## src/rtl/acars_pkg.sv

```systemverilog
`timescale 1ns / 1ps
`default_nettype none

package acars_pkg;

  // longest frame text before the frame is dropped
  localparam int unsigned MAX_TEXT = 243;

  // crc-16 ccitt polynomial
  localparam logic [15:0] CRC_POLY = 16'h1021;

  // sync and framing bytes
  localparam logic [7:0] BYTE_PRE   = 8'hFF;
  localparam logic [7:0] BYTE_BS1   = 8'hAB;
  localparam logic [7:0] BYTE_BS2   = 8'h2A;
  localparam logic [7:0] BYTE_SYN   = 8'h16;
  localparam logic [7:0] BYTE_SOH   = 8'h01;
  localparam logic [6:0] CHR_ETX    = 7'h03;
  localparam logic [6:0] CHR_ETB    = 7'h17;
  localparam logic [6:0] CHR_CR     = 7'h0D;
  localparam logic [6:0] CHR_LF     = 7'h0A;
  localparam logic [6:0] CHR_NAK    = 7'h15;
  localparam logic [6:0] CHR_SPACE  = 7'h20;
  localparam logic [7:0] CHR_SUBST  = 8'hA4;

  // bit counts reported to the demodulator
  localparam logic [3:0] NB_BYTE = 4'd8;
  localparam logic [3:0] NB_PRE  = 4'd6;
  localparam logic [3:0] NB_DONE = 4'd0;

  localparam logic [2:0] MSE_RESET = 3'd2;

  typedef enum logic [3:0] {
    PH_HEADL  = 4'd0,
    PH_HEADF  = 4'd1,
    PH_BSYNC1 = 4'd2,
    PH_BSYNC2 = 4'd3,
    PH_SYN1   = 4'd4,
    PH_SYN2   = 4'd5,
    PH_SOH    = 4'd6,
    PH_TXT    = 4'd7,
    PH_CRC1   = 4'd8,
    PH_CRC2   = 4'd9,
    PH_END    = 4'd10
  } phase_t;

  // one result beat
  typedef struct packed {
    logic [3:0] next_bits;
    logic       char_valid;
    logic [7:0] char_out;
    logic [7:0] char_index;
    logic       frame_done;
    logic       crc_ok;
    logic [7:0] parity_errors;
    logic [7:0] parity_error_pos;
  } res_t;

endpackage

`default_nettype wire

```

## src/rtl/acars_crc.sv

```systemverilog
`timescale 1ns / 1ps
`default_nettype none

module acars_crc (
  input  wire logic [15:0] crc_in,
  input  wire logic [7:0]  data_in,
  output logic      [15:0] crc_out
);
  import acars_pkg::*;

  // eight shifts, data fed lsb first into the low end
  always_comb begin
    logic [15:0] c;
    c = crc_in;
    for (int i = 0; i < 8; i++) begin
      c = {c[14:0], data_in[i]} ^ (c[15] ? CRC_POLY : 16'h0000);
    end
    crc_out = c;
  end

endmodule

`default_nettype wire

```

## src/rtl/acars_fsm.sv

```systemverilog
`timescale 1ns / 1ps
`default_nettype none

module acars_fsm (
  input  wire logic            clk,
  input  wire logic            rst_n,
  input  wire logic            cfg_we,
  input  wire logic [2:0]      cfg_wdata,
  input  wire logic            step_en,
  input  wire logic [7:0]      byte_in,
  output acars_pkg::res_t      res
);
  import acars_pkg::*;

  phase_t      phase_r, phase_nxt;
  logic [7:0]  pos_r, pos_nxt;
  logic [15:0] crc_r, crc_nxt;
  logic [7:0]  bpc_r, bpc_nxt;
  logic [7:0]  bpp_r, bpp_nxt;
  logic [2:0]  mse_r;

  logic [15:0] crc_fed;
  logic [2:0]  ones_n;
  logic [7:0]  sync_err;
  logic [8:0]  pos_inc;
  logic [6:0]  chr;
  logic        par_bad;

  acars_crc u_crc (
    .crc_in  (crc_r),
    .data_in (byte_in),
    .crc_out (crc_fed)
  );

  // trailing ones of the first non-preamble byte, capped at seven
  always_comb begin
    ones_n = 3'd7;
    for (int i = 6; i >= 0; i--) begin
      if (!byte_in[i]) ones_n = 3'(i);
    end
  end

  assign chr     = byte_in[6:0];
  assign par_bad = ~(^byte_in);
  assign pos_inc = {1'b0, pos_r} + 9'd1;

  // sync mismatch count including this byte
  always_comb begin
    logic miss;
    case (phase_r)
      PH_BSYNC1: miss = (byte_in != BYTE_BS1);
      PH_BSYNC2: miss = (byte_in != BYTE_BS2);
      PH_SYN1:   miss = (byte_in != BYTE_SYN);
      PH_SYN2:   miss = (byte_in != BYTE_SYN);
      PH_SOH:    miss = (byte_in != BYTE_SOH);
      default:   miss = 1'b0;
    endcase
    sync_err = pos_r + {7'd0, miss};
  end

  // state registers
  always_ff @(posedge clk) begin
    if (!rst_n) begin
      phase_r <= PH_HEADL;
      pos_r   <= '0;
      crc_r   <= '0;
      bpc_r   <= '0;
      bpp_r   <= '0;
      mse_r   <= MSE_RESET;
    end else begin
      if (cfg_we) mse_r <= cfg_wdata;
      if (step_en) begin
        phase_r <= phase_nxt;
        pos_r   <= pos_nxt;
        crc_r   <= crc_nxt;
        bpc_r   <= bpc_nxt;
        bpp_r   <= bpp_nxt;
      end
    end
  end

  // next state and result for one byte
  always_comb begin
    phase_nxt = phase_r;
    pos_nxt   = pos_r;
    crc_nxt   = crc_r;
    bpc_nxt   = bpc_r;
    bpp_nxt   = bpp_r;
    res       = '0;
    res.next_bits = NB_BYTE;

    case (phase_r)
      PH_HEADL: begin
        if (byte_in == BYTE_PRE) phase_nxt = PH_HEADF;
      end
      PH_HEADF: begin
        if (byte_in == BYTE_PRE) begin
          res.next_bits = NB_PRE;
        end else if (ones_n < 3'd2) begin
          phase_nxt = PH_HEADL;
        end else begin
          phase_nxt = PH_BSYNC1;
          pos_nxt   = '0;
          if (ones_n != 3'd2) res.next_bits = {1'b0, ones_n - 3'd2};
        end
      end
      PH_BSYNC1: begin
        pos_nxt   = sync_err;
        phase_nxt = PH_BSYNC2;
      end
      PH_BSYNC2: begin
        pos_nxt   = sync_err;
        phase_nxt = PH_SYN1;
      end
      PH_SYN1: begin
        pos_nxt   = sync_err;
        phase_nxt = PH_SYN2;
      end
      PH_SYN2: begin
        pos_nxt   = sync_err;
        phase_nxt = PH_SOH;
      end
      PH_SOH: begin
        if (sync_err > {5'd0, mse_r}) begin
          pos_nxt   = sync_err;
          phase_nxt = PH_HEADL;
        end else begin
          phase_nxt = PH_TXT;
          pos_nxt   = '0;
          crc_nxt   = '0;
          bpc_nxt   = '0;
          bpp_nxt   = '0;
        end
      end
      PH_TXT: begin
        crc_nxt = crc_fed;
        if (par_bad) begin
          if (bpc_r != 8'hFF) bpc_nxt = bpc_r + 8'd1;
          bpp_nxt = pos_r;
        end
        if (chr == CHR_ETX || chr == CHR_ETB) begin
          phase_nxt = PH_CRC1;
        end else begin
          res.char_valid = 1'b1;
          res.char_index = pos_r;
          if (chr < CHR_SPACE && !(chr inside {CHR_CR, CHR_LF, CHR_NAK})) begin
            res.char_out = CHR_SUBST;
          end else begin
            res.char_out = {1'b0, chr};
          end
          if (pos_inc > 9'(MAX_TEXT)) begin
            phase_nxt = PH_HEADL;
          end else begin
            pos_nxt = pos_inc[7:0];
          end
        end
      end
      PH_CRC1: begin
        crc_nxt   = crc_fed;
        phase_nxt = PH_CRC2;
      end
      PH_CRC2: begin
        crc_nxt   = crc_fed;
        phase_nxt = PH_END;
      end
      PH_END: begin
        phase_nxt            = PH_HEADL;
        res.frame_done       = 1'b1;
        res.crc_ok           = (crc_r == 16'h0000);
        if (crc_r == 16'h0000) res.next_bits = NB_DONE;
        res.parity_errors    = bpc_r;
        res.parity_error_pos = bpp_r;
      end
      default: begin
        phase_nxt = PH_HEADL;
      end
    endcase
  end

endmodule

`default_nettype wire

```

## src/rtl/acars_frame_decoder.sv

```systemverilog
`timescale 1ns / 1ps
`default_nettype none
// path: input register, frame state update, result register holding the beat
// throughput: one byte per cycle while out_ready does not stall the result
// input register and result register let a byte enter while a result waits
// reset (rst_n low, synchronous): both stages empty, preamble search,
// counters and crc cleared, max_sync_errors back to 2

module acars_frame_decoder (
  input  wire logic       clk,
  input  wire logic       rst_n,
  input  wire logic       cfg_we,
  input  wire logic [2:0] cfg_wdata,
  input  wire logic       in_valid,
  output logic            in_ready,
  input  wire logic [7:0] in_byte_in,
  output logic            out_valid,
  input  wire logic       out_ready,
  output logic [3:0]      out_next_bits,
  output logic            out_char_valid,
  output logic [7:0]      out_char_out,
  output logic [7:0]      out_char_index,
  output logic            out_frame_done,
  output logic            out_crc_ok,
  output logic [7:0]      out_parity_errors,
  output logic [7:0]      out_parity_error_pos
);
  import acars_pkg::*;

  logic       in_v_r;
  logic [7:0] in_byte_r;
  logic       out_v_r;
  res_t       res_r;
  res_t       res_c;
  logic       adv;

  // the held byte moves on when the result register is free or draining
  assign adv      = ~out_v_r | out_ready;
  assign in_ready = ~in_v_r | adv;

  acars_fsm u_fsm (
    .clk       (clk),
    .rst_n     (rst_n),
    .cfg_we    (cfg_we),
    .cfg_wdata (cfg_wdata),
    .step_en   (in_v_r & adv),
    .byte_in   (in_byte_r),
    .res       (res_c)
  );

  // input register
  always_ff @(posedge clk) begin
    if (!rst_n) begin
      in_v_r <= 1'b0;
    end else if (in_ready) begin
      in_v_r <= in_valid;
    end
  end

  always_ff @(posedge clk) begin
    if (in_ready && in_valid) in_byte_r <= in_byte_in;
  end

  // result register
  always_ff @(posedge clk) begin
    if (!rst_n) begin
      out_v_r <= 1'b0;
    end else if (adv) begin
      out_v_r <= in_v_r;
    end
  end

  always_ff @(posedge clk) begin
    if (adv && in_v_r) res_r <= res_c;
  end

  assign out_valid            = out_v_r;
  assign out_next_bits        = res_r.next_bits;
  assign out_char_valid       = res_r.char_valid;
  assign out_char_out         = res_r.char_out;
  assign out_char_index       = res_r.char_index;
  assign out_frame_done       = res_r.frame_done;
  assign out_crc_ok           = res_r.crc_ok;
  assign out_parity_errors    = res_r.parity_errors;
  assign out_parity_error_pos = res_r.parity_error_pos;

endmodule

`default_nettype wire

```

## config.mk

```make
export PLATFORM = sky130hd
export DESIGN_NAME = acars_frame_decoder
export DESIGN_NICKNAME = d
export VERILOG_FILES = /design/src/rtl/acars_pkg.sv /design/src/rtl/acars_crc.sv /design/src/rtl/acars_fsm.sv /design/src/rtl/acars_frame_decoder.sv
export SDC_FILE = /design/constraint.sdc
export NUM_CORES = 1
export LEC_CHECK = 0
export ABC_AREA = 1
export CORE_UTILIZATION = 40
export DETAILED_ROUTE_END_ITERATION = 10
export DONT_BUFFER_PORTS = 1
export PLACE_DENSITY = 0.55
export SYNTH_ARGS = -nofsm -noshare
export SYNTH_HDL_FRONTEND = slang
export SYNTH_SLANG_ARGS = --single-unit
```

## constraint.sdc

```tcl
create_clock -name clk -period 9.7 [get_ports clk]
set_input_delay 0.97 -clock clk [delete_from_list [all_inputs] [get_ports clk]]
set_output_delay 0.97 -clock clk [all_outputs]
set_load 0.03 [all_outputs]
```

==> impl_metrics.env <==
export IMPL_p_total_w=0.000856
export IMPL_pwr_share_clk=0.430
export IMPL_synthFlopType="dfxtp_1"
export IMPL_synthDistinctLibCells=42
export IMPL_area_delta_synth_final_pct=8.68
export IMPL_cp_required_ps=9920
export IMPL_endpoint_kind="register"
export IMPL_grt_pass1_vias=4001
export IMPL_period_needed_ps=4100
export IMPL_synth_edf_count=47
export IMPL_setup_viol=0
export IMPL_swShare=0.231
export IMPL_root_buffer="clkbuf_16"
export IMPL_ys_async_sr_fraction=0
export IMPL_clock_sinks=96
export IMPL_n_antenna_cell=0
export IMPL_r2r_start="u_fsm.phase_r[2]"
export IMPL_yosys_area_top_type_share=0.273
export IMPL_post_cts_buffers=0
export IMPL_drv_cap=0
export IMPL_layout_area_seq_um2=2390
export IMPL_final_nets=679
export IMPL_syn_area_um2=5170
export IMPL_grt_start_max_net_pins=32
export IMPL_drt_iter0_markers=333
export IMPL_combinationalPowerShare=0.038
export IMPL_grt_setup_unrepaired="false"
export IMPL_initial_utilization=0.410
export IMPL_setup_ws_ps=5600
export IMPL_cts_resized=0
export IMPL_row_count=41
export IMPL_slowest_delay_ps=400
export IMPL_die_h_um=116
export IMPL_htree_levels=3
export IMPL_ys_seq_elements=96
export IMPL_p_sw_w=0.000198
export IMPL_place_hpwl_um=8910
export IMPL_crit_top_cell="nand2_1"
export IMPL_place_congestion=0.888
export IMPL_core_area_um2=12600
export IMPL_clkTransAtPathRegs_ps=70
export IMPL_fillers=1301
export IMPL_tns_ps=0
export IMPL_antenna_left=0
export IMPL_clk_insertion_delay_late_ps=360
export IMPL_place_ws_ps=5680
export IMPL_hp_start="u_fsm.bpp_r[2]"
export IMPL_ff2ff_setup_slack_ps=5600
export IMPL_status="finished, final reports clean"
export IMPL_ys_warn_count=0
export IMPL_powerDensity_nw_per_um2=152
export IMPL_syn_area_per_cell_um2=8.02
export IMPL_cp_max_fo=29
export IMPL_tightest_slew_ps=792
export IMPL_drive_gt1_frac=0.0802
export IMPL_slew_limit_headroom=0.471
export IMPL_leakage_nw=2.12
export IMPL_wl_per_cell_um=14.7
export IMPL_io_buffers=0
export IMPL_vias=4188
export IMPL_peakVddDrop_mv=0.0910
export IMPL_die_x_um=116
export IMPL_ys_seq_area_frac=0.462
export IMPL_postCtsHoldBufs=0
export IMPL_first_pass_iters=8
export IMPL_viasPerCell=5.11
export IMPL_grt_pass1_wl_um=19900
export IMPL_cts_tree="built"
export IMPL_fmax_mhz=244
export IMPL_cp_cell_sequence="nand2_1 > inv_1 > nand2_1 > nand2_1 > inv_1 > nor2_1 > inv_1 > nand2_1 > o211ai_1 > o31a_1 > ha_1 > ha_1 > xor2_1 > ha_1 > nand2_1 > nand2_1 > nand2_1 > nand2_1 > clkinv_1 > nand3_4 > nand2_4 > nand2_2 > o21ai_0 > a21oi_1"
export IMPL_finClkSkew_ps=13.5
export IMPL_highest_layer="met4"
export IMPL_crit_slowest_cell="dfxtp_1"
export IMPL_start_kind="register"
export IMPL_grtUsageTotal=0.196
export IMPL_hp_class="reg2reg"
export IMPL_wirelength_um=12000
export IMPL_die_area_um2=13400
export IMPL_slew_viol_final=0
export IMPL_synth_fp_nets=681
export IMPL_antenna_found_initial=0
export IMPL_synth_area_top_cells="edfxtp_1 (27%), dfxtp_1 (19%), nand2_1 (10%), inv_1 (6.0%), nor2_1 (5.7%)"
export IMPL_hold_violations=0
export IMPL_cts_buffer_depth=2
export IMPL_seq_power_share=0.532
export IMPL_intPower_w=0.000658
export IMPL_synthCells=645
export IMPL_cts_buffers=9
export IMPL_critPathKind="reg2reg"
export IMPL_timing_final_crit_share=0.422
export IMPL_wl_met2_um=5710
export IMPL_arrival_ps=4310
export IMPL_boundaryPins=57
export IMPL_drc_errors=0
export IMPL_crit_start="u_fsm.phase_r[2]"
export IMPL_multi_input_area_um2=2360
export IMPL_yosysTopAreaCell="edfxtp_1"
export IMPL_drt_met1_wl_um=5590
export IMPL_grt_overflow=0
export IMPL_met3_length_um=414
[state kept, by name, indices dropped and copies added (netlist names), 3 cells and up]
name                  flops
u_fsm.pos_r               8
u_fsm.mse_r               3
out_char_out              8
out_parity_errors         8
out_char_index            8
u_fsm.bpp_r               8
u_fsm.bpc_r               8
out_next_bits             4
in_byte_r                 8
u_fsm.crc_r              16
out_parity_error_pos      8
u_fsm.phase_r             4
[worst paths after layout]
check / to / cells past startpoint
max: u_fsm.crc_r[0] / 24
min: u_fsm.bpp_r[2] / 2
max reg2reg: u_fsm.crc_r[0] / 24
min reg2reg: u_fsm.bpp_r[2] / 2
[worst max-delay path, delay by kind of cell (launching register included)]
family / cells / cell delay [ps]
flip-flops: 1 / 400
AO/OA/AOI/OAI: 4 / 740
AND/OR/NAND/NOR: 12 / 1420
XOR/XNOR: 1 / 260
buffers and inverters: 4 / 380
adder cells (fa/ha/maj): 3 / 760
[stage by stage]
stage,std cells,hold WS (ps),area (um^2),util
2_1_floorplan,645,430,5170,-
3_3_place_gp,804,444,5310,0.420
3_5_place_dp,804,447,5310,0.420
4_1_cts,820,457,5620,0.446
5_1_grt,820,478,5620,0.446
6_report,820,458,5620,0.446
[cells by family after synthesis]
group	after synthesis	share of synthesized area
AO/OA/AOI/OAI	120	0.132
buffers and inverters	102	0.0822
XOR/XNOR	21	0.0370
flip-flops	96	0.462
adder cells (fa/ha/maj)	20	0.0484
AND/OR/NAND/NOR	286	0.238
[layout by cell type (no fill, tap or decap), types with 3 or more instances in the layout]
cell type    n
dfxtp_1     49
a21oi_2     10
inv_1       82
ha_1        20
or2_2        3
nand4_1     11
nor3_1       3
o21ai_1      5
nand2_1    141
edfxtp_1    47
clkinv_1     3
nor2_1      79
xor2_1      18
a21oi_1     55
o21ai_0     39
nand2_2      7
clkbuf_16   11
nand3_1     31
[synth_stat cells, types with 5 or more instances]
cell	n
clkbuf_1	6
ha_1	20
nand4_1	11
nand3_1	31
a21oi_1	55
edfxtp_1	47
o21ai_1	5
xor2_1	18
o21ai_0	39
nand2_2	7
nand2_1	141
inv_1	83
dfxtp_1	49
a21oi_2	10
nor2_1	79
[power groups by stage]
| stage | combinational [W] | clock (W) | sequential, W |
|---|---|---|---|
| after floorplan | 0.0000260 | 0 | 0.000462 |
| after global placement | 0.0000320 | 0 | 0.000465 |
| after detailed placement | 0.0000327 | 0 | 0.000464 |
| after CTS | 0.0000329 | 0.000379 | 0.000455 |
| after global routing | 0.0000375 | 0.000396 | 0.000456 |
| final | 0.0000325 | 0.000368 | 0.000455 |
[layout make-up]
type                            count  area share
Timing Repair Buffer                2     0.00267
Tap cell                          172      0.0383
Multi-Input combinational cell    447       0.419
Clock inverter                      4     0.00512
Clock buffer                       12      0.0514
Inverter                           87      0.0581
Sequential cell                    96       0.425
[metal layers]
layer,track usage,vias up
li1,-,2106
met1,0.249,1963
met2,0.325,97
met3,0.0335,22
met4,0.0940,0
met5,0,-
(Power assumes the default switching activity.)
